--- src/rtl/core/largest_empty_square_finder_assert.svh ---
// ----------------------------------------------------------------------------
// Assertion macros for the largest empty square finder
// Shared concurrent assertion forms, each clocked and disabled in reset.
// ----------------------------------------------------------------------------
`ifndef LARGEST_EMPTY_SQUARE_FINDER_ASSERT_SVH
`define LARGEST_EMPTY_SQUARE_FINDER_ASSERT_SVH

// consequent must hold in the same cycle as the antecedent
`define LESF_ASSERT_SAME(lbl, ck, rn, ante, cons, msg) \
    lbl: assert property (@(posedge ck) disable iff (!rn) (ante) |-> (cons)) \
        else $error(msg);

// consequent must hold in the cycle after the antecedent
`define LESF_ASSERT_NEXT(lbl, ck, rn, ante, cons, msg) \
    lbl: assert property (@(posedge ck) disable iff (!rn) (ante) |=> (cons)) \
        else $error(msg);

`endif

--- src/rtl/core/lesf_pkg.sv ---
// ----------------------------------------------------------------------------
// lesf_pkg
// Field widths, register indexes, reset values and shared types.
// ----------------------------------------------------------------------------
package lesf_pkg;

    localparam int CELL_W    = 8;
    localparam int SCORE_W   = 11;
    localparam int POS_W     = 10;
    localparam int CFG_W     = 11;
    localparam int OBST_W    = 8;
    localparam int CFG_IDX_W = 1;

    localparam int DEF_MAX_COLS = 1024;
    localparam int DEF_MAX_ROWS = 1024;

    localparam logic [CFG_W-1:0]  ROW_WIDTH_RESET = 11'd1;
    localparam logic [OBST_W-1:0] OBSTACLE_RESET  = 8'd111;

    typedef enum logic [CFG_IDX_W-1:0] {
        CFG_ROW_WIDTH = 1'd0,
        CFG_OBSTACLE  = 1'd1
    } cfg_index_t;

    // per-cell control flags handed from the front stage to the score stage
    typedef struct packed {
        logic free;
        logic last;
        logic row_end;
        logic first_row;
        logic first_col;
    } item_flags_t;

endpackage

--- src/rtl/core/lesf_score.sv ---
// ----------------------------------------------------------------------------
// lesf_score
// Score stage: upper-score forwarding, square DP, best tracking, result reg.
// ----------------------------------------------------------------------------
`include "largest_empty_square_finder_assert.svh"

module lesf_score
    import lesf_pkg::*;
#(
    parameter int MAX_COLS = DEF_MAX_COLS,
    parameter int MAX_ROWS = DEF_MAX_ROWS,
    localparam int COL_W   = (MAX_COLS > 1) ? $clog2(MAX_COLS) : 1,
    localparam int ROW_W   = (MAX_ROWS > 1) ? $clog2(MAX_ROWS) : 1
) (
    input  logic               clk,
    input  logic               rst_n,
    input  logic               in_fire,
    output logic               in_ready,
    input  logic [COL_W-1:0]   issue_col,
    input  logic [ROW_W-1:0]   issue_row,
    input  item_flags_t        issue_flags,
    input  logic [SCORE_W-1:0] up_rd_data,
    output logic               wr_en,
    output logic [COL_W-1:0]   wr_addr,
    output logic [SCORE_W-1:0] wr_data,
    output logic               out_valid,
    input  logic               out_ready,
    output logic [SCORE_W-1:0] square_size,
    output logic [POS_W-1:0]   end_row,
    output logic [POS_W-1:0]   end_column
);

    logic               s1_valid_reg;
    logic [COL_W-1:0]   s1_col_reg;
    logic [ROW_W-1:0]   s1_row_reg;
    item_flags_t        s1_flags_reg;
    logic               fwd_hit_reg;
    logic [SCORE_W-1:0] fwd_data_reg;
    logic [SCORE_W-1:0] left_reg;
    logic [SCORE_W-1:0] diag_reg;
    logic [SCORE_W-1:0] best_size_reg;
    logic [ROW_W-1:0]   best_row_reg;
    logic [COL_W-1:0]   best_col_reg;
    logic               out_valid_reg;
    logic [SCORE_W-1:0] out_size_reg;
    logic [POS_W-1:0]   out_row_reg;
    logic [POS_W-1:0]   out_col_reg;

    logic               s1_hold;
    logic               s1_fire;
    logic [SCORE_W-1:0] up_score;
    logic [SCORE_W-1:0] min_lu;
    logic [SCORE_W-1:0] min_all;
    logic [SCORE_W-1:0] score;
    logic               better;
    logic [SCORE_W-1:0] cand_size;
    logic [ROW_W-1:0]   cand_row;
    logic [COL_W-1:0]   cand_col;
    logic [POS_W+ROW_W-1:0] row_ext;
    logic [POS_W+COL_W-1:0] col_ext;

    // a last cell waits here while the previous result is still unread
    assign s1_hold  = s1_valid_reg && s1_flags_reg.last && out_valid_reg && !out_ready;
    assign s1_fire  = s1_valid_reg && !s1_hold;
    assign in_ready = !s1_hold;

    always_comb
    begin
        if (s1_flags_reg.first_row)
        begin
            up_score = '0;
        end
        else if (fwd_hit_reg)
        begin
            up_score = fwd_data_reg;
        end
        else
        begin
            up_score = up_rd_data;
        end
        min_lu  = (up_score < left_reg) ? up_score : left_reg;
        min_all = (diag_reg < min_lu) ? diag_reg : min_lu;
        if (!s1_flags_reg.free)
        begin
            score = '0;
        end
        else if (s1_flags_reg.first_row || s1_flags_reg.first_col)
        begin
            score = SCORE_W'(1);
        end
        else
        begin
            score = min_all + SCORE_W'(1);
        end
        better    = (score > best_size_reg);
        cand_size = better ? score      : best_size_reg;
        cand_row  = better ? s1_row_reg : best_row_reg;
        cand_col  = better ? s1_col_reg : best_col_reg;
        row_ext   = {{POS_W{1'b0}}, cand_row};
        col_ext   = {{POS_W{1'b0}}, cand_col};
    end

    assign wr_en   = s1_fire;
    assign wr_addr = s1_col_reg;
    assign wr_data = score;

    always_ff @(posedge clk or negedge rst_n)
    begin
        if (!rst_n)
        begin
            s1_valid_reg <= 1'b0;
            fwd_hit_reg  <= 1'b0;
        end
        else
        begin
            if (in_fire)
            begin
                s1_valid_reg <= 1'b1;
                // the write landing this edge is missed by the RAM read
                fwd_hit_reg  <= s1_fire && (s1_col_reg == issue_col);
            end
            else if (s1_fire)
            begin
                s1_valid_reg <= 1'b0;
            end
        end
    end

    always_ff @(posedge clk)
    begin
        if (in_fire)
        begin
            s1_col_reg   <= issue_col;
            s1_row_reg   <= issue_row;
            s1_flags_reg <= issue_flags;
            fwd_data_reg <= score;
        end
    end

    always_ff @(posedge clk or negedge rst_n)
    begin
        if (!rst_n)
        begin
            left_reg      <= '0;
            diag_reg      <= '0;
            best_size_reg <= '0;
            best_row_reg  <= '0;
            best_col_reg  <= '0;
        end
        else if (s1_fire)
        begin
            if (s1_flags_reg.last || s1_flags_reg.row_end)
            begin
                left_reg <= '0;
                diag_reg <= '0;
            end
            else
            begin
                left_reg <= score;
                diag_reg <= up_score;
            end
            if (s1_flags_reg.last)
            begin
                best_size_reg <= '0;
                best_row_reg  <= '0;
                best_col_reg  <= '0;
            end
            else
            begin
                best_size_reg <= cand_size;
                best_row_reg  <= cand_row;
                best_col_reg  <= cand_col;
            end
        end
    end

    always_ff @(posedge clk or negedge rst_n)
    begin
        if (!rst_n)
        begin
            out_valid_reg <= 1'b0;
        end
        else if (s1_fire && s1_flags_reg.last)
        begin
            out_valid_reg <= 1'b1;
        end
        else if (out_ready)
        begin
            out_valid_reg <= 1'b0;
        end
    end

    always_ff @(posedge clk)
    begin
        if (s1_fire && s1_flags_reg.last)
        begin
            out_size_reg <= cand_size;
            out_row_reg  <= row_ext[POS_W-1:0];
            out_col_reg  <= col_ext[POS_W-1:0];
        end
    end

    assign out_valid   = out_valid_reg;
    assign square_size = out_size_reg;
    assign end_row     = out_row_reg;
    assign end_column  = out_col_reg;

    `LESF_ASSERT_SAME(a_hold_blocks_input, clk, rst_n,
        s1_valid_reg && s1_flags_reg.last && out_valid_reg && !out_ready,
        !in_ready, "input open while a result is blocked")
    `LESF_ASSERT_NEXT(a_forward_same_col, clk, rst_n,
        in_fire && s1_fire && (s1_col_reg == issue_col),
        fwd_hit_reg, "same-column write not forwarded")
    `LESF_ASSERT_SAME(a_blocked_scores_zero, clk, rst_n,
        s1_fire && !s1_flags_reg.free, wr_data == '0, "blocked cell scored nonzero")

endmodule

--- config.mk ---
export PLATFORM = sky130hd
export DESIGN_NAME = lesf_score
export DESIGN_NICKNAME = d
export VERILOG_FILES = /design/src/rtl/core/lesf_pkg.sv /design/src/rtl/core/lesf_score.sv
export VERILOG_INCLUDE_DIRS = /design/src /design/src/rtl/core
export SDC_FILE = /design/constraint.sdc
export NUM_CORES = 1
export LEC_CHECK = 0
export ABC_AREA = 1
export BUFFER_PORTS_ARGS = -buffer_cell sky130_fd_sc_hd__buf_2
export CORE_UTILIZATION = 40
export CTS_BUF_LIST = sky130_fd_sc_hd__clkbuf_8
export DETAILED_ROUTE_END_ITERATION = 10
export PLACE_DENSITY = 0.7
export SYNTH_ARGS = -nofsm -noshare
export SYNTH_HDL_FRONTEND = slang
export SYNTH_SLANG_ARGS = --single-unit
--- constraint.sdc ---
create_clock -name clk -period 11.95 [get_ports clk]
set_input_delay 0.5975 -clock clk [delete_from_list [all_inputs] [get_ports clk]]
set_output_delay 0.5975 -clock clk [all_outputs]
set_load 0.05 [all_outputs]
==> run summary <==
Min-Delay Path Class: input pin to asynchronous set/reset pin
Die ar.: 15,900 sq um
HPWL Detailed: 10.5 mm
Max Cap Viol: 0
DRT iter0 DRCs: 328
Final core occ: 0.477
Clock-pin transition on the worst setup and hold timing paths: 0.08 ns
Height of the die: 126 um
Synth Cell Area: 6170 sq um
CP Capture Type: flop
PwrDens: 228 nW/um^2
All-Layer GR Usage: 0.198
Postcts setup bufs: 0
Final Hold Viols: 0
Drt wl/cell: 15.5 um
CTS max path bufs: 2
Port Buf Inserts: 94
Worst Path Required: 12.15 ns
Largest net degree at the start of global routing: 57
CTS tree: done
Worst-margin pin slew: 0.969 ns
Initial antenna violation count: 0
Tcrit/Tclk final: 0.647
Final setup violation count: 0
WP data arrival: 7.93 ns
Post-route antenna net violation count: 0
Fmax: 129 MHz
Vias: 4,741
Peak VDD IR: 0.139 mV
Cell Rows: 45
Layout cells sized above 1: 0.200
Crit-path max FO: 53
Top cell family by delay on the critical path: simple AND/OR/NAND/NOR gates
FF+latch count, synth: 123
Num CTS Buffers: 17
Final WL: 14.8 mm
Fin nets: 822
Worst-skew pair later-pin latency: 0.45 ns
CTS resizes: 0
Net count after synthesis: 727
DR vias/cell: 4.98
Sequential cell area fraction in the yosys report: 0.554
Leakage Power: 0.00355 uW
IO Pins: 95
Status: finished, final reports clean
Slew Limit Fails: 0
Worst r2r path cells: 38
Synth Warn #: 0
Cells after Synth: 656
Die width: 126 um
TritonRoute pass-1 iters: 5
Avg Inst Size Synth: 9.40 sq um
Core area: 15,100 sq um
Congestion Overflow GR: 0
Area grow syn2layout: 17.2%
Starting Density: 0.407
Headroom to the max-slew limit: 0.353
Crit path top cell by count: inv_1
Antenna Cells: 0
Buf/Inv on CP: 6
Setup TNS: 0 ns
Vias in the first global route: 4,665
CTS Root Cell: clkbuf_8
Skew final: 0.0132 ns
Power Total: 1650 uW
CTS Sinks: 123
H-tree Lvls: 4
Critical Path Slowest Stage Cell: nand2_2
Global-route wire length before repair: 24.1 mm
Hold buffers post-CTS: 0
DRC viols: 0
Element type at the critical path start: flop
Count of cell types in the netlist: 35
Max stage delay on crit path: 0.66 ns
Cell count along the critical path: 38
RSZ-0062 raised after global routing: no
Min Tclk post-route: 7.73 ns
Routability Congestion: 0.890
CP Class: flop to flop
layer usage:
metal / vias up / share of wire / wire length (um) / GRT usage
met5: - / 0 / 0 / 0
met4: 0 / 0.016 / 241 / 0.0659
met3: 25 / 0.059 / 867 / 0.0510
met2: 161 / 0.47 / 6960 / 0.326
met1: 2189 / 0.45 / 6700 / 0.255
li1: 2366 / - / - / -
final cells by class:
class	count	area [sq um]
clock inverters	14	170
multi-input cells	384	2180
inverters	128	480
clock buffers	18	248
well taps	188	235
flip-flops and latches	123	3410
fillers	1436	7920
repair buffers	97	493
Yosys cell counts (all sizes together):
cell | n | area, sq um
edfxtp | 67 | 2010
xor2 | 2 | 17.5
a2111oi | 1 | 27.5
nand3 | 35 | 195
o22ai | 36 | 225
nor2 | 31 | 134
nand2 | 138 | 551
dfrtp | 56 | 1400
a21boi | 5 | 37.5
or2 | 2 | 12.5
buf | 5 | 37.5
nor3 | 9 | 45.0
clkinv | 1 | 3.75
a21o | 2 | 15.0
a211oi | 1 | 7.51
nand3b | 1 | 7.51
xnor2 | 8 | 70.1
a31oi | 1 | 6.26
o21bai | 1 | 7.51
nand4 | 8 | 50.1
ha | 31 | 388
o21ai | 59 | 310
nor4 | 2 | 12.5
a21oi | 11 | 55.1
inv | 127 | 477
clkbuf | 16 | 60.1
cells by family after synthesis:
group / share of synthesized area
and+or+nand+nor: 0.163
DFF: 0.554
xor gates and xnor gates: 0.0142
AOI/OAI and AO/OA: 0.112
adders and majority gates: 0.0629
buffers and inverters: 0.0937
layout by cell type (no fill, tap or decap), types with 8 or more instances in the layout:
cell | netlist | layout
inv_1 | 126 | 128
nand2_1 | 129 | 128
buf_2 | 3 | 94
edfxtp_1 | 67 | 67
dfrtp_1 | 56 | 56
o21ai_0 | 50 | 50
o22ai_1 | 36 | 36
nand3_1 | 31 | 31
ha_1 | 31 | 31
nor2_1 | 28 | 27
clkbuf_8 | 0 | 18
a21oi_1 | 11 | 11
nor3_1 | 9 | 9
nand2_2 | 7 | 8
nand4_1 | 8 | 8
xnor2_1 | 8 | 8
metrics by stage:
| step | setup WS, ns | instance area (sq um) | cells | hold slack, ns |
|---|---|---|---|---|
| 2_1_floorplan | 5.60 | 6170 | 656 | 0.302 |
| 3_3_place_gp | 4.51 | 6810 | 920 | 0.462 |
| 3_5_place_dp | 4.26 | 6810 | 920 | 0.465 |
| 4_1_cts | 4.21 | 7220 | 952 | 0.298 |
| 5_1_grt | 3.34 | 7220 | 952 | 0.295 |
| 6_report | 4.22 | 7220 | 952 | 0.303 |
where the power goes:
group	total (uW)	internal, uW	switching, uW
registers	602	573	29.1
logic	658	190	469
clock network	388	213	175
total	1650	975	673
final timing paths:
check,from,slack (ns),end
max in group asynchronous,rst_n,11.12,best_row_reg[5]
hold reg to reg,best_size_reg[7],0.48,best_size_reg[7]
min in group clk,issue_flags[3],0.32,s1_flags_reg[3]
setup reg to reg,fwd_hit_reg,4.22,square_size[0]
setup / recovery,fwd_hit_reg,4.22,square_size[0]
hold / removal,rst_n,0.30,diag_reg[1]
Note: power is estimated with default switching activity, not from simulation.
