===== src/rtl/core/largest_empty_square_finder_assert.svh =====
// ----------------------------------------------------------------------------
// Assertion macros for the largest empty square finder
// Shared concurrent assertion forms, each clocked and disabled in reset.
// ----------------------------------------------------------------------------
`ifndef LARGEST_EMPTY_SQUARE_FINDER_ASSERT_SVH
`define LARGEST_EMPTY_SQUARE_FINDER_ASSERT_SVH

// consequent must hold in the same cycle as the antecedent
`define LESF_ASSERT_SAME(lbl, ck, rn, ante, cons, msg) \
    lbl: assert property (@(posedge ck) disable iff (!rn) (ante) |-> (cons)) \
        else $error(msg);

// consequent must hold in the cycle after the antecedent
`define LESF_ASSERT_NEXT(lbl, ck, rn, ante, cons, msg) \
    lbl: assert property (@(posedge ck) disable iff (!rn) (ante) |=> (cons)) \
        else $error(msg);

`endif


===== src/rtl/core/lesf_pkg.sv =====
// ----------------------------------------------------------------------------
// lesf_pkg
// Field widths, register indexes, reset values and shared types.
// ----------------------------------------------------------------------------
package lesf_pkg;

    localparam int CELL_W    = 8;
    localparam int SCORE_W   = 11;
    localparam int POS_W     = 10;
    localparam int CFG_W     = 11;
    localparam int OBST_W    = 8;
    localparam int CFG_IDX_W = 1;

    localparam int DEF_MAX_COLS = 1024;
    localparam int DEF_MAX_ROWS = 1024;

    localparam logic [CFG_W-1:0]  ROW_WIDTH_RESET = 11'd1;
    localparam logic [OBST_W-1:0] OBSTACLE_RESET  = 8'd111;

    typedef enum logic [CFG_IDX_W-1:0] {
        CFG_ROW_WIDTH = 1'd0,
        CFG_OBSTACLE  = 1'd1
    } cfg_index_t;

    // per-cell control flags handed from the front stage to the score stage
    typedef struct packed {
        logic free;
        logic last;
        logic row_end;
        logic first_row;
        logic first_col;
    } item_flags_t;

endpackage


===== src/rtl/core/lesf_front.sv =====
// ----------------------------------------------------------------------------
// lesf_front
// Config registers, raster column/row counters and per-cell classification.
// ----------------------------------------------------------------------------
`include "largest_empty_square_finder_assert.svh"

module lesf_front
    import lesf_pkg::*;
#(
    parameter int MAX_COLS = DEF_MAX_COLS,
    parameter int MAX_ROWS = DEF_MAX_ROWS,
    localparam int COL_W   = (MAX_COLS > 1) ? $clog2(MAX_COLS) : 1,
    localparam int ROW_W   = (MAX_ROWS > 1) ? $clog2(MAX_ROWS) : 1
) (
    input  logic                 clk,
    input  logic                 rst_n,
    input  logic                 cfg_we,
    input  logic [CFG_IDX_W-1:0] cfg_index,
    input  logic [CFG_W-1:0]     cfg_data,
    input  logic                 in_fire,
    input  logic [CELL_W-1:0]    cell_char,
    input  logic                 last_cell,
    output logic [COL_W-1:0]     issue_col,
    output logic [ROW_W-1:0]     issue_row,
    output item_flags_t          issue_flags
);

    localparam int WID_W = $clog2(MAX_COLS + 1);
    localparam int CMP_W = (WID_W > CFG_W) ? WID_W : CFG_W;

    logic [CFG_W-1:0]  row_width_reg;
    logic [OBST_W-1:0] obstacle_reg;
    logic [COL_W-1:0]  col_reg, col_next;
    logic [ROW_W-1:0]  row_reg, row_next;

    logic [CMP_W-1:0]  width_ext;
    logic [CMP_W-1:0]  eff_width;
    logic [COL_W-1:0]  last_col;
    logic [COL_W-1:0]  col_clamped;
    logic              row_end;

    // config writes
    always_ff @(posedge clk or negedge rst_n)
    begin
        if (!rst_n)
        begin
            row_width_reg <= ROW_WIDTH_RESET;
            obstacle_reg  <= OBSTACLE_RESET;
        end
        else if (cfg_we)
        begin
            case (cfg_index_t'(cfg_index))
                CFG_ROW_WIDTH: row_width_reg <= cfg_data;
                CFG_OBSTACLE:  obstacle_reg  <= cfg_data[OBST_W-1:0];
                default:       ;
            endcase
        end
    end

    // zero width acts as one, oversize width is capped at the buffer size
    always_comb
    begin
        width_ext = CMP_W'(row_width_reg);
        if (width_ext == '0)
        begin
            eff_width = CMP_W'(1);
        end
        else if (width_ext > CMP_W'(MAX_COLS))
        begin
            eff_width = CMP_W'(MAX_COLS);
        end
        else
        begin
            eff_width = width_ext;
        end
        last_col    = COL_W'(eff_width - CMP_W'(1));
        col_clamped = (col_reg >= last_col) ? last_col : col_reg;
        row_end     = (col_clamped == last_col);
    end

    always_comb
    begin
        col_next = col_reg;
        row_next = row_reg;
        if (in_fire)
        begin
            if (last_cell)
            begin
                col_next = '0;
                row_next = '0;
            end
            else if (row_end)
            begin
                col_next = '0;
                if (row_reg != ROW_W'(MAX_ROWS - 1))
                begin
                    row_next = row_reg + ROW_W'(1);
                end
            end
            else
            begin
                col_next = col_clamped + COL_W'(1);
            end
        end
    end

    always_ff @(posedge clk or negedge rst_n)
    begin
        if (!rst_n)
        begin
            col_reg <= '0;
            row_reg <= '0;
        end
        else
        begin
            col_reg <= col_next;
            row_reg <= row_next;
        end
    end

    assign issue_col             = col_clamped;
    assign issue_row             = row_reg;
    assign issue_flags.free      = (cell_char != obstacle_reg);
    assign issue_flags.last      = last_cell;
    assign issue_flags.row_end   = row_end;
    assign issue_flags.first_row = (row_reg == '0);
    assign issue_flags.first_col = (col_clamped == '0);

    `LESF_ASSERT_NEXT(a_last_restarts_map, clk, rst_n, in_fire && last_cell,
        col_reg == '0 && row_reg == '0, "map did not restart after last cell")
    `LESF_ASSERT_NEXT(a_row_end_wraps, clk, rst_n, in_fire && row_end,
        col_reg == '0, "column did not wrap at row end")

endmodule


===== config.mk =====
export PLATFORM = sky130hd
export DESIGN_NAME = lesf_front
export DESIGN_NICKNAME = d
export VERILOG_FILES = /design/src/rtl/core/lesf_pkg.sv /design/src/rtl/core/lesf_front.sv
export VERILOG_INCLUDE_DIRS = /design/src /design/src/rtl/core
export SDC_FILE = /design/constraint.sdc
export NUM_CORES = 1
export LEC_CHECK = 0
export BUFFER_PORTS_ARGS = -buffer_cell sky130_fd_sc_hd__buf_4
export CORE_MARGIN = 2
export CORE_UTILIZATION = 39
export CTS_CLUSTER_DIAMETER = 150
export CTS_CLUSTER_SIZE = 14
export DETAILED_ROUTE_END_ITERATION = 10
export GPL_TIMING_DRIVEN = 1
export PLACE_DENSITY = 0.62
export SYNTH_ARGS = -nofsm -noshare
export SYNTH_HDL_FRONTEND = slang
export SYNTH_SLANG_ARGS = --single-unit

===== constraint.sdc =====
create_clock -name clk -period 14.85 [get_ports clk]
set_input_delay 2.2275 -clock clk [delete_from_list [all_inputs] [get_ports clk]]
set_output_delay 2.2275 -clock clk [all_outputs]
set_load 0.01 [all_outputs]

==> results of run 1 <==
where the power goes:
group | switching, mW | internal [mW] | total, mW
registers | 0.0185 | 0.120 | 0.138
clock network | 0.0397 | 0.0672 | 0.107
logic | 0.0635 | 0.0562 | 0.120
worst max-delay path by stage:
stage                                  from              to  slack [ns]  depth (start not counted)
2_1_floorplan  row_width_reg[3]$_DFFE_PN0P_  issue_flags[0]        7.72                         22
3_5_place_dp   row_width_reg[3]$_DFFE_PN0P_  issue_flags[0]        7.05                         19
4_1_cts        row_width_reg[3]$_DFFE_PN0P_  issue_flags[0]        6.72                         19
3_3_place_gp   row_width_reg[3]$_DFFE_PN0P_  issue_flags[0]        7.25                         19
5_1_grt        row_width_reg[3]$_DFFE_PN0P_  issue_flags[0]        6.17                         19
6_report       row_width_reg[3]$_DFFE_PN0P_  issue_flags[0]        6.60                         19
final cells by class:
class / count / share of cell area [%]
multi-input cells: 261 / 52.6
well taps: 102 / 3.52
repair buffers: 49 / 10.1
flip-flops and latches: 39 / 27.1
clock buffers: 6 / 2.00
inverters: 28 / 2.90
clock inverters: 2 / 1.66
per-stage QoR:
step           worst slack (ns)  util (%)  total power, mW  hold slack, ns  cell area (µm²)
6_report                   6.60      46.9            0.365           0.536             3630
5_1_grt                    6.17      46.9            0.389           0.560             3630
4_1_cts                    6.72      46.9            0.367           0.538             3630
2_1_floorplan              7.72         -            0.220           0.500             3120
3_3_place_gp               7.25      45.2            0.258           0.518             3490
3_5_place_dp               7.05      45.2            0.259           0.519             3490
cell usage in the layout (no fill, tap or decap), drive strengths merged, types with 3 or more instances in the layout:
cell	count
nand3	17
xnor2	11
or2b	4
nor2	16
mux2	17
or2	3
and3	8
nor4	11
nor3	4
dfrtp	32
and2	3
o21ai	18
nand2	21
nor2b	3
a21o	4
a31oi	3
xor2	11
o2bb2ai	5
o32ai	4
clkbuf	6
a211o	5
a21oi	13
mux2i	7
a211oi	4
nand4	7
inv	28
or3	5
dfstp	7
buf	49
ha	14
or4	6
o211ai	4
routing by layer:
metal | share of wire [%] | track usage, % | routed length (µm)
met5 | 0 | 0 | 0
met4 | 2.7 | 7.11 | 219
met3 | 4.1 | 2.66 | 340
met2 | 46 | 31.7 | 3810
met1 | 47 | 27.1 | 3880
logic make-up (layout without fill, tap and decap cells):
family	after synthesis	in the layout
AO/OA/AOI/OAI	83	83
buffers and inverters	43	85
XOR/XNOR	22	22
flip-flops	39	39
multiplexers	24	24
adder cells (fa/ha/maj)	14	14
AND/OR/NAND/NOR	118	118
==> results.json, run 1 <==
{
  "status": "completed",
  "worst-setup-path-type": "flip-flop to output pin",
  "crit_top_cell": "ha_1",
  "synthToLayoutAreaGrowth_pct": 16.1,
  "power.leakage_nw": 1.69,
  "wl_per_cell_um": 16.9,
  "fillers": 755,
  "die_area_mm2": 0.00874,
  "synth_mux_area_share_pct": 8.37,
  "postRouteAntennaNets": 0,
  "min_period_over_period_pct": 55.5,
  "fin_tns_setup_ns": 0,
  "drv_slew": 0,
  "yosys-top-cells-count": "32 x dfrtp_1, 28 x inv_1, 21 x nand2_1, 17 x mux2_2, 17 x nand3_1",
  "cts_resized": 0,
  "critPathMaxFanout": 13,
  "layout.cells.non_filler": 487,
  "crit_arrival_ns": 6.02,
  "synthSimpleGateAreaFrac_pct": 21.7,
  "holdBufCountCts": 0,
  "ys_types": 72,
  "overflow": 0,
  "drcViolationCount": 0,
  "crit_family": "simple AND/OR/NAND/NOR gates",
  "grt_pass1_wl_um": 13700,
  "synth_flop_cell": "dfrtp_1",
  "p_per_area_mw_per_mm2": 101,
  "synthAdderAreaFrac_pct": 5.61,
  "antenna_found_initial": 0,
  "min_from": "obstacle_reg[7]$_DFFE_PN0P_",
  "synth_top_family_by_area": "simple AND/OR/NAND/NOR gates",
  "cp.required_ns": 12.62,
  "cts-buffers-inserted": 5,
  "clk_path_buf_depth": 2,
  "largest_reg_flops": 11,
  "drive_gt1_share_pct": 26.0,
  "yosysTopAreaCell": "dfrtp_1",
  "rsz0062_at_grt": "no",
  "reg2reg_from": "row_width_reg[3]$_DFFE_PN0P_",
  "via_per_inst": 5.89,
  "initial_core_util_pct": 40.4,
  "drt_iter0_drc": 258,
  "synth_edf_count": 0,
  "synth_area_leaders": "dfrtp_1 26%, mux2_2 6.1%, dfstp_2 5.9%, ha_1 5.6%, inv_1 3.4%",
  "synth_xor_area_share_pct": 6.17,
  "fin_worst_skew_ns": 0.00764,
  "crit_path_max_incr_delay_ns": 0.77,
  "place_inst": 479,
  "antennaDiodeCount": 0,
  "r2r_cells": 21,
  "postCtsSetupBuffers": 0,
  "synth_area_mm2": 0.00312,
  "synth_top_area_share_pct": 25.6,
  "crit_chain": "or4_2 -> nor3_1 -> o21ai_0 -> ha_1 -> nor2b_1 -> and3_1 -> a221oi_1 -> inv_1 -> ha_1 -> a211oi_1 -> o211ai_1 -> a21o_1 -> nor2_1 -> a21oi_1 -> inv_1 -> ha_1 -> nand3_1 -> nor4_1 -> buf_4",
  "grt_use_total_pct": 19.7,
  "hpwl_um": 6270,
  "grt_max_degree": 40,
  "coreArea_mm2": 0.00773,
  "min_period_ns": 8.25,
  "drv_cap": 0,
  "die_height_um": 93.5,
  "relSlewSlack_pct": 32.6,
  "ios": 50,
  "wirelength_um": 8250,
  "hold_viol": 0,
  "grt_pass1_vias": 2761,
  "routabilityCongestion": 0.928,
  "seqCellArea_um2": 985,
  "synth_cells": 343,
  "multi_input_area_mm2": 0.00191,
  "die_width_um": 93.5,
  "syn_nets": 382,
  "clock_latency_ns": 0.30,
  "num_rows": 32,
  "synth.most_common_cell": "dfrtp_1",
  "io_buffers": 49,
  "crit_slowest_cell": "nor2_1",
  "finalSetupViolations": 0,
  "max_freq_mhz": 121,
  "ys.warnings.count": 0,
  "cts_root_buf": "clkbuf_8",
  "syn_avg_cell_area_um2": 9.10,
  "clk_pin_slew_worst_paths_ns": 0.08,
  "drt_pass1_iterations": 5,
  "r2r_setup_slack_ns": 8.44,
  "cts.htree.levels": 2,
  "ys_seq_area_share_pct": 31.5,
  "crit_buf_inv": 3,
  "hold_path.class": "flip-flop to flip-flop",
  "cts_tree": "built",
  "via_count": 2870,
  "vdd_drop_max_mv": 0.0550,
  "cts.sinks": 39,
  "whs_path_depth": 1,
  "synth_async_sr_flop_share_pct": 100,
  "worstHoldEndpoint": "obstacle_reg[7]$_DFFE_PN0P_",
  "fin_nets": 423,
  "ys_ff_latch": 39,
  "synth_compound_area_share_pct": 19.3,
  "reg2reg_to": "col_reg[8]$_DFFE_PN0P_",
  "worstMarginPinSlew_ns": 1.01,
  "cp-start-kind": "flip-flop",
  "endpoint_kind": "output pin"
}
No activity file was read; power rests on OpenSTA's default activity.
==> inputs of run 2 (changes only) <==
clock period = 7.9 ns   (was 14.85 ns; I/O delays follow)
==> run 2 against run 1 <==
Effect of this change:
- die area did not move
- worst hold slack lost 0.0017 ns
- critical path type unchanged
- global-route usage is 0.062 points lower
- largest power group unchanged
- register-to-register slack got worse by 6.9 ns
==> results.json, run 2 (synthesis results as in run 1) <==
{
  "grt_pass1_vias": 2751,
  "cts_tree": "built",
  "fin_nets": 424,
  "grt_pass1_wl_um": 13600,
  "synthToLayoutAreaGrowth_pct": 14.7,
  "ios": 50,
  "whs_ns": 0.534,
  "grt_use_total_pct": 19.7,
  "max_freq_mhz": 141,
  "cts_root_buf": "clkbuf_8",
  "drive_gt1_share_pct": 25.9,
  "cts_resized": 0,
  "antenna_found_initial": 0,
  "cts-buffers-inserted": 5,
  "overflow": 0,
  "via_count": 2856,
  "p_switching_mw": 0.225,
  "p_per_area_mw_per_mm2": 173,
  "initial_core_util_pct": 40.4,
  "cp-start-kind": "flip-flop",
  "hold_path.class": "flip-flop to flip-flop",
  "post_dp_cell_area_mm2": 0.00350,
  "antennaDiodeCount": 0,
  "grt_max_degree": 40,
  "rsz0062_at_grt": "no",
  "cts.sinks": 39,
  "postCtsSetupBuffers": 0,
  "holdBufCountCts": 0,
  "drt_pass1_iterations": 4,
  "status": "completed",
  "largest_reg_flops": 11,
  "die_width_um": 93.5,
  "io_buffers": 49,
  "drcViolationCount": 0,
  "postRouteAntennaNets": 0,
  "min_period_ns": 7.10,
  "hold_viol": 0,
  "die_area_mm2": 0.00874,
  "pwr-share-seq_pct": 42.2,
  "drt_iter0_drc": 262,
  "via_per_inst": 5.85,
  "crit_arrival_ns": 5.91,
  "r2r_setup_slack_ns": 1.56,
  "hpwl_um": 6170,
  "clk_pin_slew_worst_paths_ns": 0.07,
  "finalSetupViolations": 0,
  "min_period_over_period_pct": 89.9,
  "p_int_mw": 0.393,
  "fin_tns_setup_ns": 0,
  "power.leakage_nw": 1.67,
  "cts.htree.levels": 2,
  "vdd_drop_max_mv": 0.0753,
  "num_rows": 32,
  "relSlewSlack_pct": 31.2,
  "fin_worst_skew_ns": 0.0171,
  "worstMarginPinSlew_ns": 1.03,
  "wirelength_um": 8160,
  "endpoint_kind": "output pin",
  "worst-setup-path-type": "flip-flop to output pin",
  "final_cell_mix": "50 x buf_4, 32 x dfrtp_1, 28 x inv_1",
  "clock_latency_ns": 0.30,
  "routabilityCongestion": 0.920,
  "final_common_cell": "buf_4",
  "comb_power_share_pct": 36.3,
  "wl_per_cell_um": 16.7,
  "drv_slew": 0,
  "coreArea_mm2": 0.00773,
  "cp.required_ns": 6.71,
  "swShare_pct": 36.4,
  "final_area_mm2": 0.00358,
  "die_height_um": 93.5,
  "critPathMaxFanout": 13,
  "pwr-share-clk_pct": 21.5,
  "drv_cap": 0,
  "fillers": 763,
  "clk_path_buf_depth": 2
}
==> run 2: cell types whose count changed in the layout (fill, tap and decap cells not counted), sizes merged <==
| cell | previous run | this run |
|---|---|---|
| bufinv | 2 | 0 |
| buf | 49 | 50 |
| clkbuf | 6 | 7 |
| clkinv | 0 | 1 |
==> run 2: per-stage QoR <==
stage	util, %	cells	power, mW	worst slack, ns
6_report	46.4	488	0.618	0.801
3_5_place_dp	45.3	480	0.487	1.19
3_3_place_gp	45.3	480	0.485	1.33
2_1_floorplan	-	343	0.413	1.82
5_1_grt	46.4	488	0.661	0.247
4_1_cts	46.4	488	0.622	0.866
==> run 2: worst paths after layout <==
path	end	cells past startpoint	from
worst max register to register	col_reg[8]$_DFFE_PN0P_	22	row_width_reg[3]$_DFFE_PN0P_
worst min register to register	obstacle_reg[7]$_DFFE_PN0P_	1	obstacle_reg[7]$_DFFE_PN0P_
worst min-delay path	obstacle_reg[7]$_DFFE_PN0P_	1	obstacle_reg[7]$_DFFE_PN0P_
min in group asynchronous	issue_row[2]$_DFFE_PN0P_	1	rst_n
worst max-delay path	issue_flags[0]	20	row_width_reg[3]$_DFFE_PN0P_
max in group asynchronous	obstacle_reg[1]$_DFFE_PN1P_	1	rst_n
==> run 2: final cells by class <==
| type | instances | area (µm²) | share of cell area [%] |
|---|---|---|---|
| sequential | 39 | 985 | 27.5 |
| multi-input combinational | 261 | 1910 | 53.3 |
| timing repair buffer | 50 | 375 | 10.5 |
| clock inverter | 1 | 5.00 | 0.140 |
| tap | 102 | 128 | 3.56 |
| clock buffer | 7 | 76.3 | 2.13 |
| inverter | 28 | 105 | 2.93 |
==> run 2: worst max-delay path, stage by stage, from the launching register on <==
cell and delay (ns):
dfrtp_1 0.47, or4_2 0.74, nor3_1 0.19, o21ai_0 0.25, ha_1 0.40, and2b_2 0.30, a211o_1 0.13, nand2_1 0.13
inv_1 0.13, ha_1 0.27, a21o_1 0.19, a211oi_1 0.22, o211ai_1 0.16, a21o_1 0.24, nor2_1 0.77, a21oi_1 0.29
inv_1 0.11, ha_1 0.15, nand3_1 0.07, nor4_1 0.24, buf_4 0.17
==> run 2: routing by layer <==
metal  vias up  share of wire [%]  wire length [µm]  track usage (%)
li1       1361                  -                 -                -
met1      1381                 46              3770             26.5
met2       103                 47              3800             32.4
met3        11                5.4               441             2.66
met4         0                1.8               149             6.74
met5         -                  0                 0                0
==> run 2: power groups by stage <==
| stage | Clock [mW] | Sequential (mW) | Combinational [mW] |
|---|---|---|---|
| after floorplan | 0 | 0.251 | 0.162 |
| after detailed placement | 0 | 0.264 | 0.223 |
| final | 0.133 | 0.261 | 0.225 |
| after global routing | 0.146 | 0.265 | 0.250 |
| after CTS | 0.138 | 0.260 | 0.224 |
| after global placement | 0 | 0.263 | 0.222 |
