[src/rtl/core/largest_empty_square_finder_assert.svh]
// ----------------------------------------------------------------------------
// Assertion macros for the largest empty square finder
// Shared concurrent assertion forms, each clocked and disabled in reset.
// ----------------------------------------------------------------------------
`ifndef LARGEST_EMPTY_SQUARE_FINDER_ASSERT_SVH
`define LARGEST_EMPTY_SQUARE_FINDER_ASSERT_SVH

// consequent must hold in the same cycle as the antecedent
`define LESF_ASSERT_SAME(lbl, ck, rn, ante, cons, msg) \
    lbl: assert property (@(posedge ck) disable iff (!rn) (ante) |-> (cons)) \
        else $error(msg);

// consequent must hold in the cycle after the antecedent
`define LESF_ASSERT_NEXT(lbl, ck, rn, ante, cons, msg) \
    lbl: assert property (@(posedge ck) disable iff (!rn) (ante) |=> (cons)) \
        else $error(msg);

`endif

[src/rtl/core/lesf_ram.sv]
// ----------------------------------------------------------------------------
// lesf_ram
// Generic simple dual-port RAM, one write and one registered read port.
// ----------------------------------------------------------------------------
module lesf_ram #(
    parameter int WIDTH = 8,
    parameter int DEPTH = 16,
    localparam int AW   = (DEPTH > 1) ? $clog2(DEPTH) : 1
) (
    input  logic             clk,
    input  logic             wr_en,
    input  logic [AW-1:0]    wr_addr,
    input  logic [WIDTH-1:0] wr_data,
    input  logic             rd_en,
    input  logic [AW-1:0]    rd_addr,
    output logic [WIDTH-1:0] rd_data
);

    logic [WIDTH-1:0] mem [DEPTH];
    logic [WIDTH-1:0] rd_data_reg;

    always_ff @(posedge clk)
    begin
        if (wr_en)
        begin
            mem[wr_addr] <= wr_data;
        end
        if (rd_en)
        begin
            rd_data_reg <= mem[rd_addr];
        end
    end

    assign rd_data = rd_data_reg;

endmodule

[config.mk]
export PLATFORM = sky130hd
export DESIGN_NAME = lesf_ram
export DESIGN_NICKNAME = d
export VERILOG_FILES = /design/src/rtl/core/largest_empty_square_finder_assert.svh /design/src/rtl/core/lesf_ram.sv
export SDC_FILE = /design/constraint.sdc
export NUM_CORES = 1
export LEC_CHECK = 0
export ABC_CLOCK_PERIOD_IN_PS = 2400
export BUFFER_PORTS_ARGS = -buffer_cell sky130_fd_sc_hd__buf_2
export CORE_MARGIN = 4
export CORE_UTILIZATION = 60
export DETAILED_ROUTE_END_ITERATION = 16
export MAX_ROUTING_LAYER = met4
export PLACE_DENSITY_LB_ADDON = 0.15
export SYNTH_ARGS = -nofsm -noshare
export SYNTH_HDL_FRONTEND = slang
export SYNTH_SLANG_ARGS = --single-unit
[constraint.sdc]
create_clock -name clk -period 2.4 [get_ports clk]
set_clock_uncertainty 0.1 [all_clocks]
set_input_delay 0.12 -clock clk [delete_from_list [all_inputs] [get_ports clk]]
set_output_delay 0.12 -clock clk [all_outputs]
set_load 0.01 [all_outputs]
==> results_tabular.tex, run 1 <==
\begin{tabular}{lr}
\hline
Metric & Value \\
\hline
\multicolumn{2}{l}{\textbf{Status}} \\
Run status & finished clean \\
\multicolumn{2}{l}{\textbf{Critical path}} \\
Required time reported for the critical path endpoint & 2.55 ns \\
Cell-by-cell listing of the critical path & mux4\_1 -> a22oi\_1 -> nand2\_1 \\
Type of element launching the critical path & flip-flop \\
Startpoint of the lowest-slack register-to-register path & mem[1][3] \\
CP arrival & 1.83 ns \\
Critical-path top delay cell & sky130\_fd\_sc\_hd\_\_mux4\_1 \\
Terminus of the critical flop-to-flop path & rd\_data[3] \\
Kind of cell adding the most delay to the critical path & multiplexers \\
Cells on worst reg2reg path & 3 \\
Max stage delay on crit path & 0.58 ns \\
Setup CP Type & reg2reg \\
Max FO, Critical Path & 1 \\
Bufs and invs on worst path & 0 \\
Stages on the worst setup path & 3 \\
Worst-case register-to-register setup slack & 0.72 ns \\
Kind of end point of the critical path & flip-flop \\
\multicolumn{2}{l}{\textbf{STA}} \\
Final Setup Violations & 0 \\
Actual transition at the worst max-transition pin & 0.836 ns \\
Fmax & 596 MHz \\
Total negative setup slack & 0 ns \\
Pins over their slew limit & 0 \\
Unrepaired setup endpoints after global routing & no \\
Normalized max-slew margin & 0.441 \\
Final clock period utilization by the worst path & 0.699 \\
Final hold violation count & 0 \\
Post-layout minimum cycle time & 1.68 ns \\
\multicolumn{2}{l}{\textbf{Power}} \\
Power per cell area & 882 nW/um\^{}2 \\
Fraction of power spent switching nets & 0.190 \\
Total internal power & 4.44 mW \\
Sequential Power Share & 0.491 \\
Share of total power in combinational logic & 0.047 \\
Net load switching power & 1.04 mW \\
Leakage Power & 2.13 nW \\
Clock share of power & 0.462 \\
Max IR drop VDD & 0.000530 V \\
\multicolumn{2}{l}{\textbf{Floorplan}} \\
Initial Util & 0.627 \\
DIE AREA & 10300 um\^{}2 \\
Die span in y & 101 um \\
Number of standard-cell rows in the floorplan & 33 \\
\# IOs & 27 \\
Placeable core region & 8340 um\^{}2 \\
Overall die width & 101 um \\
\multicolumn{2}{l}{\textbf{Synth}} \\
Mapped Avg Cell Area & 22.8 um\^{}2 \\
Post-synthesis register bit count & 136 \\
Cells after synthesis & 229 \\
Number of warnings reported in the yosys synthesis log & 0 \\
Distinct cell type count of the synthesized netlist & 18 \\
Seq/Total Area, Yosys & 0.781 \\
Synth Cell Area & 5230 um\^{}2 \\
Syn\_nets & 248 \\
\multicolumn{2}{l}{\textbf{GRT}} \\
Number of antenna violations at the first check in global routing & 0 \\
Sum of overflow across all layers after global routing & 0 \\
First-pass GRT wire length & 15700 um \\
Via count of the first global-routing pass & 2640 \\
Pin count of the biggest net entering global routing & 33 \\
Global-route usage over all layers & 0.230 \\
\multicolumn{2}{l}{\textbf{Detailed routing}} \\
Wire length after detailed routing & 10300 um \\
Vias/cell & 6.17 \\
Number of DRC violations after detailed routing & 0 \\
Initial DRC count & 176 \\
Drt pass-1 iters & 5 \\
Wire length per cell after detailed routing & 25.4 um \\
DR vias & 2504 \\
Post-DRT Antenna Nets & 0 \\
\multicolumn{2}{l}{\textbf{Finish}} \\
Area taken by flip-flops and latches & 4080 um\^{}2 \\
Share of final-layout standard cells stronger than drive strength 1 & 0.289 \\
Area of the multi-input gates & 1060 um\^{}2 \\
Count of fill cells added during filler insertion & 464 \\
Layout-stage area growth over the synthesis result & 19.0\% \\
Final nets & 309 \\
Non-filler cells, final & 406 \\
Flip-flop count of the largest register, all copies and words added & 128 \\
Diode insertion count for antenna repair & 0 \\
\multicolumn{2}{l}{\textbf{Clock tree}} \\
Total number of clock tree sinks & 136 \\
CTS Buf Count & 17 \\
Worst skew pair latency & 0.51 ns \\
Clock transition at the registers of the reported paths & 0.06 ns \\
CTS Buffer Depth & 2 \\
H-Tree Level Count & 4 \\
Number of gates resized after CTS & 0 \\
Clock tree from TritonCTS & done \\
Clock root buffer & sky130\_fd\_sc\_hd\_\_clkbuf\_8 \\
\multicolumn{2}{l}{\textbf{Placement}} \\
Number of I/O port buffers & 26 \\
Placed insts & 367 \\
Detailed-placement wirelength estimate & 5900 um \\
Routability cong. & 0.752 \\
\multicolumn{2}{l}{\textbf{Min path}} \\
Worst hold path endpoint & mem[0][0] \\
Worst hold stages & 3 \\
Beginning of the worst hold path & wr\_addr[0] \\
Path class of the lowest-slack min-delay path & in2reg \\
\multicolumn{2}{l}{\textbf{Flow run}} \\
Number of max-cap violations & 0 \\
\hline
\end{tabular}
==> tightest hold or removal path: stages <==
cell,delay [ns]
sky130_fd_sc_hd__buf_2,0.13
sky130_fd_sc_hd__nor3_1,0.06
sky130_fd_sc_hd__buf_4,0.17
==> stage by stage <==
step                      power [mW]  area [um^2]  utilization  hold slack [ns]  setup slack, ns
after CTS                       5.52         6220        0.746           0.0451            0.689
final                           5.49         6220        0.746           0.0613            0.723
after detailed placement        2.99         5560        0.666            0.417            0.471
after global placement          2.98         5560        0.666            0.410            0.498
after global routing            5.66         6220        0.746           0.0735            0.680
after floorplan                 2.88         5230            -            0.119            0.687
==> cell families (layout without fill, tap and decap cells) <==
| logic type | Yosys count | in the layout | synth area share |
|---|---|---|---|
| buffers and inverters | 10 | 82 | 0.0165 |
| muxes | 32 | 32 | 0.148 |
| and+or+nand+nor | 35 | 35 | 0.0314 |
| AOI/OAI and AO/OA | 16 | 16 | 0.0230 |
| DFF | 136 | 136 | 0.781 |
==> synthesized netlist by cell type (all sizes together) <==
library cell,count,area share
edfxtp,136,0.78
nor3,4,0.0038
nand3,1,0.00096
and2b,1,0.0014
nand2b,2,0.0024
mux4,32,0.15
nor2,13,0.0093
and2,1,0.0012
nand2,9,0.0065
clkdlybuf4s25,3,0.0057
nor2b,1,0.0012
or3b,1,0.0017
nand3b,2,0.0029
a22oi,16,0.023
buf,7,0.011
==> worst max path at each step <==
stage | startpoint | endpoint | slack [ns]
final | mem[1][3] | rd_data[3] | 0.72
after floorplan | wr_addr[2] | mem[0][0] | 0.69
after CTS | mem[1][3] | rd_data[3] | 0.69
after global placement | wr_addr[2] | mem[1][0] | 0.50
after detailed placement | wr_addr[2] | mem[1][0] | 0.47
after global routing | mem[1][3] | rd_data[3] | 0.68
==> power by group through the flow <==
stage / Clock, mW / Sequential [mW] / Combinational, mW
floorplan: 0 / 2.74 / 0.135
global placement: 0 / 2.74 / 0.242
detailed placement: 0 / 2.74 / 0.245
CTS: 2.56 / 2.69 / 0.260
global route: 2.69 / 2.70 / 0.278
finish: 2.54 / 2.69 / 0.256
==> layer usage <==
layer | track usage | wire length [um] | up-vias
met5 | - | 0 | -
met4 | 0.0675 | 79 | 0
met3 | 0.0544 | 702 | 7
met2 | 0.335 | 5200 | 101
met1 | 0.331 | 4320 | 1293
li1 | - | - | 1103
==> placed cells by master, fill, tap and decap left out <==
master                          count
sky130_fd_sc_hd__clkinv_1           4
sky130_fd_sc_hd__clkbuf_8           1
sky130_fd_sc_hd__nor2b_1            1
sky130_fd_sc_hd__or3b_2             1
sky130_fd_sc_hd__nor3_1             4
sky130_fd_sc_hd__buf_12             2
sky130_fd_sc_hd__a22oi_1           16
sky130_fd_sc_hd__dlygate4sd3_1      9
sky130_fd_sc_hd__edfxtp_1         136
sky130_fd_sc_hd__mux4_2            18
sky130_fd_sc_hd__nand2_1            9
sky130_fd_sc_hd__and2_1             1
sky130_fd_sc_hd__clkinv_2           3
sky130_fd_sc_hd__bufinv_16          4
sky130_fd_sc_hd__nand3b_1           2
sky130_fd_sc_hd__nand3_1            1
sky130_fd_sc_hd__nand2b_1           2
sky130_fd_sc_hd__clkbuf_16         16
sky130_fd_sc_hd__nor2_1            13
sky130_fd_sc_hd__clkinv_4           1
sky130_fd_sc_hd__buf_4             15
sky130_fd_sc_hd__and2b_1            1
sky130_fd_sc_hd__buf_2             26
sky130_fd_sc_hd__clkbuf_1           1
sky130_fd_sc_hd__mux4_1            14
==> what timing repair did <==
item	CTS	global route
setup buffers	0	0
hold buffers	9	0
endpoints found under the hold margin	136	0
setup endpoints to repair	0	0
==> cell type report <==
class / instances / share of cell area
repair buffers: 52 / 0.0599
flip-flops and latches: 136 / 0.656
clock buffers: 18 / 0.0672
multi-input cells: 83 / 0.170
well taps: 105 / 0.0211
clock inverters: 12 / 0.0255
Note: power is estimated with default switching activity, not from simulation.
==> run 2, diff against run 1 <==
--- a/config.mk
+++ b/config.mk
@@ -5,10 +5,11 @@
 export SDC_FILE = /design/constraint.sdc
 export NUM_CORES = 1
 export LEC_CHECK = 0
-export ABC_CLOCK_PERIOD_IN_PS = 2400
+export ABC_AREA = 1
+export ABC_CLOCK_PERIOD_IN_PS = 1460
 export BUFFER_PORTS_ARGS = -buffer_cell sky130_fd_sc_hd__buf_2
 export CORE_MARGIN = 4
-export CORE_UTILIZATION = 60
+export CORE_UTILIZATION = 55
 export DETAILED_ROUTE_END_ITERATION = 16
 export MAX_ROUTING_LAYER = met4
 export PLACE_DENSITY_LB_ADDON = 0.15
==> constraint.sdc (replaced) <==
create_clock -name clk -period 1.46 [get_ports clk]
set_clock_uncertainty 0.1 [all_clocks]
set_input_delay 0.073 -clock clk [delete_from_list [all_inputs] [get_ports clk]]
set_output_delay 0.073 -clock clk [all_outputs]
set_load 0.01 [all_outputs]
==> run 2 against run 1 <==
  * Sequential power grew 64%
  * Sequential cell count is the same
  * Power grew 76%
  * Sequential share of layout area shrank 7.1 points
  * Die area grew 20%
  * First-iteration DRC count grew 140%
  * Clock-buffer cell count shrank 1
  * Setup slack lost 0.66 ns
  * Wire length grew 28%
  * Combinational power grew 120%
  * Critical endpoint is now mem[10][5]
==> results_tabular.tex, run 2 <==
\begin{tabular}{lr}
\hline
Metric & Value \\
\hline
\multicolumn{2}{l}{\textbf{Status}} \\
Run status & finished clean \\
\multicolumn{2}{l}{\textbf{Detailed routing}} \\
Wire length per cell after detailed routing & 17.5 um (-31\%) \\
Post-DRT Antenna Nets & 0 (unchanged) \\
Wire length after detailed routing & 13200 um (+28\%) \\
DR vias & 3964 (+58\%) \\
Vias/cell & 5.24 (-15\%) \\
Number of DRC violations after detailed routing & 0 (unchanged) \\
Initial DRC count & 424 (+140\%) \\
Drt pass-1 iters & 6 (+1) \\
\multicolumn{2}{l}{\textbf{STA}} \\
Final clock period utilization by the worst path & 0.956 \\
Actual transition at the worst max-transition pin & 0.594 ns (-0.242 ns) \\
Total negative setup slack & 0 ns (unchanged) \\
Final hold violation count & 0 (unchanged) \\
Final Setup Violations & 0 (unchanged) \\
Fmax & 717 MHz \\
Post-layout minimum cycle time & 1.40 ns \\
Unrepaired setup endpoints after global routing & no \\
Pins over their slew limit & 0 (unchanged) \\
Worst hold slack & 0.0696 ns (+0.00826 ns) \\
Normalized max-slew margin & 0.603 (+0.163) \\
\multicolumn{2}{l}{\textbf{Min path}} \\
Path class of the lowest-slack min-delay path & in2reg \\
\multicolumn{2}{l}{\textbf{Clock tree}} \\
Clock tree from TritonCTS & done \\
H-Tree Level Count & 4 (unchanged) \\
Worst skew pair latency & 0.53 ns (+0.02 ns) \\
Total number of clock tree sinks & 136 (unchanged) \\
CTS Buf Count & 17 (unchanged) \\
Clock root buffer & sky130\_fd\_sc\_hd\_\_clkbuf\_8 \\
CTS Buffer Depth & 2 (unchanged) \\
Clock transition at the registers of the reported paths & 0.06 ns (about the same) \\
\multicolumn{2}{l}{\textbf{Critical path}} \\
Cell repeated most along the worst path & sky130\_fd\_sc\_hd\_\_dlygate4sd3\_1 \\
Max FO, Critical Path & 4 (+3) \\
Critical-path top delay cell & sky130\_fd\_sc\_hd\_\_dlygate4sd3\_1 \\
Required time reported for the critical path endpoint & 1.61 ns (-0.94 ns) \\
Max stage delay on crit path & 0.56 ns (-0.02 ns) \\
Kind of end point of the critical path & flip-flop \\
Type of element launching the critical path & primary input \\
Cell-by-cell listing of the critical path & dlygate4sd3\_1 -> buf\_2 -> nand3b\_1 -> nor2\_2 -> dlygate4sd3\_1 \\
CP arrival & 1.54 ns (-0.29 ns) \\
Setup CP Type & in2reg \\
\multicolumn{2}{l}{\textbf{Floorplan}} \\
Overall die width & 111 um (+9.6\%) \\
Placeable core region & 10300 um\^{}2 (+24\%) \\
\# IOs & 27 (unchanged) \\
Die span in y & 111 um (+9.6\%) \\
DIE AREA & 12300 um\^{}2 (+20\%) \\
Initial Util & 0.566 (-0.0604) \\
Number of standard-cell rows in the floorplan & 37 (+12\%) \\
\multicolumn{2}{l}{\textbf{Power}} \\
Leakage Power & 3.03 nW (+42\%) \\
Power per cell area & 1380 nW/um\^{}2 (+57\%) \\
Max IR drop VDD & 0.000723 V (+36\%) \\
\multicolumn{2}{l}{\textbf{Synth}} \\
Post-synth top cells & sky130\_fd\_sc\_hd\_\_nand2\_1 (173), sky130\_fd\_sc\_hd\_\_edfxtp\_1 (136), sky130\_fd\_sc\_hd\_\_inv\_1 (100) \\
Fraction of registers with async set or reset after synthesis & 0 (unchanged) \\
Post-synthesis cell type with the largest combined area & sky130\_fd\_sc\_hd\_\_edfxtp\_1 \\
Top cells by area, synth & sky130\_fd\_sc\_hd\_\_edfxtp\_1 (70\%), sky130\_fd\_sc\_hd\_\_nand2\_1 (11\%), sky130\_fd\_sc\_hd\_\_nand3\_1 (8.3\%) \\
EDFF count, synth & 136 (unchanged) \\
Post-synthesis register bit count & 136 (unchanged) \\
Distinct cell type count of the synthesized netlist & 11 (-7) \\
Syn\_nets & 570 (+130\%) \\
Top\_reg\_cell synth & sky130\_fd\_sc\_hd\_\_edfxtp\_1 \\
Cell with the most instances after synthesis & sky130\_fd\_sc\_hd\_\_nand2\_1 \\
Cells after synthesis & 551 (+140\%) \\
Number of warnings reported in the yosys synthesis log & 0 (unchanged) \\
Mapped Avg Cell Area & 10.6 um\^{}2 (-54\%) \\
Area share of the largest cell type after synthesis & 0.698 (-0.0828) \\
Synth Cell Area & 5850 um\^{}2 (+12\%) \\
Seq/Total Area, Yosys & 0.698 (-0.0828) \\
\multicolumn{2}{l}{\textbf{Finish}} \\
Non-filler cells, final & 756 (+86\%) \\
Flip-flop count of the largest register, all copies and words added & 128 (unchanged) \\
Share of final-layout standard cells stronger than drive strength 1 & 0.134 (-0.155) \\
Layout-stage area growth over the synthesis result & 19.3\% \\
Diode insertion count for antenna repair & 0 (unchanged) \\
Final nets & 627 (+100\%) \\
Leading cell type in the layout, fill and taps excluded & sky130\_fd\_sc\_hd\_\_nand2\_1 \\
Top library cells by usage in the layout, fill and taps aside & sky130\_fd\_sc\_hd\_\_nand2\_1 (173), sky130\_fd\_sc\_hd\_\_edfxtp\_1 (136), sky130\_fd\_sc\_hd\_\_inv\_1 (100) \\
\multicolumn{2}{l}{\textbf{Placement}} \\
Number of I/O port buffers & 26 (unchanged) \\
Detailed-placement wirelength estimate & 7820 um (+32\%) \\
Routability cong. & 0.857 (+14\%) \\
Placed insts & 712 (+94\%) \\
\multicolumn{2}{l}{\textbf{GRT}} \\
Global-route usage over all layers & 0.230 (+0.000345) \\
First-pass GRT wire length & 20900 um (+33\%) \\
Sum of overflow across all layers after global routing & 0 (unchanged) \\
Via count of the first global-routing pass & 3840 (+45\%) \\
Pin count of the biggest net entering global routing & 65 (+97\%) \\
Number of antenna violations at the first check in global routing & 0 (unchanged) \\
\multicolumn{2}{l}{\textbf{Flow run}} \\
Number of max-cap violations & 0 (unchanged) \\
\hline
\end{tabular}
run 2: changes by cell type in the layout (fill, tap and decap cells not counted), sizes merged, moves of 3 or more:
cell and change:
a22oi -16, buf +7, clkinv -3, clkinvlp +3, dlygate4sd3 +3, inv +102, mux4 -32, nand2 +164
nand3 +96, nor2 +4, nor3 -4
run 2: logic make-up (layout without fill, tap and decap cells):
| group | Yosys count | after routing | share of synthesized area |
|---|---|---|---|
| AND/OR/NAND/NOR | 289 | 289 | 0.208 |
| flip-flops | 136 | 136 | 0.698 |
| buffers and inverters | 126 | 195 | 0.0939 |
run 2: worst paths after layout:
path / start / endpoint / slack, ns / cells after the start
max: wr_en / mem[10][5] / 0.06 / 5
min: rd_addr[2] / rd_data[6] / 0.07 / 6
max reg2reg: mem[3][7] / rd_data[7] / 0.17 / 6
min reg2reg: mem[14][7] / rd_data[7] / 0.66 / 6
run 2: per-layer routing:
metal  wire (um)  share of wire  vias up  global-route usage
met5           0              0        -                   -
met4         171          0.013        0              0.0803
met3        1120          0.085       14              0.0524
met2        6340           0.48      176               0.350
met1        5580           0.42     1882               0.310
li1            -              -     1892                   -
run 2: worst max-delay path: cells and delay by family:
family                 cells  cell delay [ns]
buffers and inverters      3             1.20
AND/OR/NAND/NOR            2             0.26
run 2: report_power, final:
| part | total [mW] | leakage (nW) | switching [mW] | internal (mW) |
|---|---|---|---|---|
| Clock | 4.64 | 0.307 | 1.55 | 3.09 |
| Sequential | 4.42 | 1.24 | 0.0241 | 4.40 |
| Combinational | 0.575 | 1.49 | 0.389 | 0.186 |
run 2: timing repair:
item                       CTS  global route
setup buffers                0             1
hold endpoints to repair   145             0
hold buffers                12             0
resized for setup            0             1
setup endpoints to repair    0             1
run 2: final cells by class:
| type | count | area [um^2] |
|---|---|---|
| flip-flops and latches | 136 | 4080 |
| fillers | 768 | 3350 |
| multi-input cells | 289 | 1220 |
| repair buffers | 62 | 480 |
| clock buffers | 17 | 414 |
| inverters | 102 | 383 |
| clock inverters | 14 | 230 |
| well taps | 136 | 170 |
run 2: stage by stage:
| stage | setup slack [ns] | power (mW) | cell area, um^2 | utilization |
|---|---|---|---|---|
| after detailed placement | 0.0714 | 5.05 | 6200 | 0.601 |
| after global routing | 0.0144 | 9.96 | 6980 | 0.676 |
| final | 0.0648 | 9.64 | 6980 | 0.676 |
| after CTS | 0.0315 | 9.69 | 6970 | 0.675 |
| after floorplan | 0.336 | 4.82 | 5850 | - |
| after global placement | 0.0693 | 5.04 | 6200 | 0.601 |
==> run 3, diff against run 2 <==
--- a/config.mk
+++ b/config.mk
@@ -13,6 +13,7 @@
 export DETAILED_ROUTE_END_ITERATION = 16
 export MAX_ROUTING_LAYER = met4
 export PLACE_DENSITY_LB_ADDON = 0.15
+export SETUP_SLACK_MARGIN = 0.4
 export SYNTH_ARGS = -nofsm -noshare
 export SYNTH_HDL_FRONTEND = slang
 export SYNTH_SLANG_ARGS = --single-unit
==> run 3 against run 2 <==
  * Die area did not move
  * Maximum frequency increased by 11%
  * Sequential cell count stayed put
  * Combinational power grew 13%
  * Utilization grew 2.5 points
  * Via count rose by 1.0%
  * First-iteration DRC count is 3.5% higher
  * Sequential power is essentially flat
  * Wire length rose by 3.9%
  * Clock-buffer cell count up 1
  * Final area is 3.6% higher
  * Critical endpoint is now rd_data[4]
  * Largest cell class unchanged
==> results_tabular.tex, run 3 (synthesis gave the netlist of run 2 again) <==
\begin{tabular}{lr}
\hline
Metric & Value \\
\hline
\multicolumn{2}{l}{\textbf{Critical path}} \\
Terminus of the critical flop-to-flop path & rd\_data[5] \\
Required time reported for the critical path endpoint & 1.29 ns (-0.32 ns) \\
Setup CP Type & reg2out \\
Kind of cell adding the most delay to the critical path & flip-flops \\
Critical-path top delay cell & sky130\_fd\_sc\_hd\_\_edfxtp\_1 \\
Type of element launching the critical path & flip-flop \\
Startpoint of the lowest-slack register-to-register path & mem[1][5] \\
Max stage delay on crit path & 0.41 ns (-0.15 ns) \\
Max FO, Critical Path & 1 (-3) \\
Worst-case register-to-register setup slack & 0.23 ns (+0.06 ns) \\
Cell-by-cell listing of the critical path & buf\_2 \\
Bufs and invs on worst path & 1 (-2) \\
CP arrival & 1.08 ns (-0.46 ns) \\
Kind of end point of the critical path & output port \\
Cells on worst reg2reg path & 6 (unchanged) \\
\multicolumn{2}{l}{\textbf{Min path}} \\
Path class of the lowest-slack min-delay path & in2reg \\
Worst hold stages & 4 (-2) \\
Worst hold path endpoint & rd\_data[4] \\
Beginning of the worst hold path & rd\_addr[3] \\
\multicolumn{2}{l}{\textbf{Detailed routing}} \\
Number of DRC violations after detailed routing & 0 (unchanged) \\
Vias/cell & 5.30 (+1.0\%) \\
Post-DRT Antenna Nets & 0 (unchanged) \\
DR vias & 4004 (+1.0\%) \\
Drt pass-1 iters & 5 (-1) \\
Wire length per cell after detailed routing & 18.1 um (+3.9\%) \\
Wire length after detailed routing & 13700 um (+3.9\%) \\
Initial DRC count & 439 (+3.5\%) \\
\multicolumn{2}{l}{\textbf{Clock tree}} \\
Clock transition at the registers of the reported paths & 0.06 ns (about the same) \\
Postcts setup bufs & 0 (unchanged) \\
Total number of clock tree sinks & 136 (unchanged) \\
CTS Buffer Depth & 2 (unchanged) \\
Worst skew pair latency & 0.52 ns (about the same) \\
H-Tree Level Count & 4 (unchanged) \\
Clock tree from TritonCTS & done \\
Clock root buffer & sky130\_fd\_sc\_hd\_\_clkbuf\_8 \\
CTS Buf Count & 17 (unchanged) \\
\multicolumn{2}{l}{\textbf{Finish}} \\
Leading cell type in the layout, fill and taps excluded & sky130\_fd\_sc\_hd\_\_nand2\_1 \\
Share of final-layout standard cells stronger than drive strength 1 & 0.245 (+0.111) \\
Post-route cell area & 7230 um\^{}2 (+3.6\%) \\
Diode insertion count for antenna repair & 0 (unchanged) \\
Layout-stage area growth over the synthesis result & 23.7\% \\
Final nets & 626 (-0.16\%) \\
Final standard cell utilization of the core & 0.701 (+0.0246) \\
Top library cells by usage in the layout, fill and taps aside & sky130\_fd\_sc\_hd\_\_nand2\_1 (158), sky130\_fd\_sc\_hd\_\_edfxtp\_1 (136), sky130\_fd\_sc\_hd\_\_inv\_1 (99) \\
Flip-flop count of the largest register, all copies and words added & 128 (unchanged) \\
\multicolumn{2}{l}{\textbf{STA}} \\
Post-layout minimum cycle time & 1.26 ns (-0.138 ns) \\
Pins over their slew limit & 0 (unchanged) \\
Setup slack of the critical path after layout & 0.203 ns (+0.138 ns) \\
Normalized max-slew margin & 0.464 (-0.140) \\
Final Setup Violations & 0 (unchanged) \\
Total negative setup slack & 0 ns (unchanged) \\
Actual transition at the worst max-transition pin & 0.803 ns (+0.209 ns) \\
Final clock period utilization by the worst path & 0.861 (-0.0944) \\
Final hold violation count & 0 (unchanged) \\
Unrepaired setup endpoints after global routing & yes \\
Fmax & 795 MHz (+11\%) \\
\multicolumn{2}{l}{\textbf{GRT}} \\
Sum of overflow across all layers after global routing & 0 (unchanged) \\
Number of antenna violations at the first check in global routing & 0 (unchanged) \\
Global-route usage over all layers & 0.235 (+0.00447) \\
Pin count of the biggest net entering global routing & 65 (unchanged) \\
First-pass GRT wire length & 21300 um (+2.0\%) \\
Via count of the first global-routing pass & 3858 (+0.47\%) \\
\multicolumn{2}{l}{\textbf{Power}} \\
Overall Power & 9.38 mW (-2.6\%) \\
Power per cell area & 1300 nW/um\^{}2 (-6.1\%) \\
Leakage Power & 3.11 nW (+2.6\%) \\
Max IR drop VDD & 0.000852 V (+18\%) \\
\multicolumn{2}{l}{\textbf{Floorplan}} \\
Die span in y & 111 um (unchanged) \\
Overall die width & 111 um (unchanged) \\
DIE AREA & 12300 um\^{}2 (unchanged) \\
Placeable core region & 10300 um\^{}2 (unchanged) \\
\# IOs & 27 (unchanged) \\
Number of standard-cell rows in the floorplan & 37 (unchanged) \\
Initial Util & 0.566 (unchanged) \\
\multicolumn{2}{l}{\textbf{Placement}} \\
Pre-CTS worst setup slack & 0.0743 ns (+0.00287 ns) \\
Placement-stage cell area & 6220 um\^{}2 (+0.32\%) \\
Detailed-placement wirelength estimate & 8070 um (+3.3\%) \\
Number of I/O port buffers & 26 (unchanged) \\
Routability cong. & 0.850 (-0.83\%) \\
\multicolumn{2}{l}{\textbf{Flow run}} \\
Number of max-cap violations & 0 (unchanged) \\
\multicolumn{2}{l}{\textbf{Status}} \\
Run status & finished clean \\
\hline
\end{tabular}
## run 3: final cells by class
type	count	area (um^2)
Tap cell	136	170
Inverter	102	383
Multi-Input combinational cell	289	1520
Timing Repair Buffer	61	477
Clock inverter	14	181
Fill cell	738	3090
Sequential cell	136	4080
Clock buffer	18	418
## run 3: how the worst max path moves through the flow
stage / startpoint / to / slack, ns / cells after the start
finish: rd_data[4] / rd_data[4] / 0.20 / 1
global route: mem[1][5] / rd_data[5] / 0.16 / 6
CTS: rd_data[4] / rd_data[4] / 0.19 / 1
detailed placement: rd_addr[1] / rd_data[5] / 0.07 / 6
global placement: rd_addr[1] / rd_data[5] / 0.08 / 6
floorplan: wr_addr[2] / mem[11][0] / 0.34 / 2
## run 3: power breakdown
part	internal (mW)	leakage [nW]	total [mW]	switching [mW]
Clock	2.75	0.282	4.31	1.56
Combinational	0.212	1.59	0.651	0.438
Sequential	4.40	1.24	4.42	0.0248
## run 3: metal layers
layer / wire length [um] / track usage / vias up
met2: 6590 / 0.355 / 170
met5: 0 / - / -
met3: 1090 / 0.0502 / 18
met1: 5820 / 0.326 / 1921
met4: 224 / 0.0673 / 0
li1: - / - / 1895
## run 3: repair_timing
item                                    CTS  global route
gates resized for setup                  28            41
endpoints found under the setup margin   16            17
endpoints found under the hold margin   145             0
hold buffers                             11             0
pin swaps                                32            26
## run 3: per-stage QoR
stage	hold WS, ns	cells
final	0.0773	756
after global routing	0.0699	756
after CTS	0.0530	756
after detailed placement	0.361	713
after global placement	0.356	713
after floorplan	0.0719	551
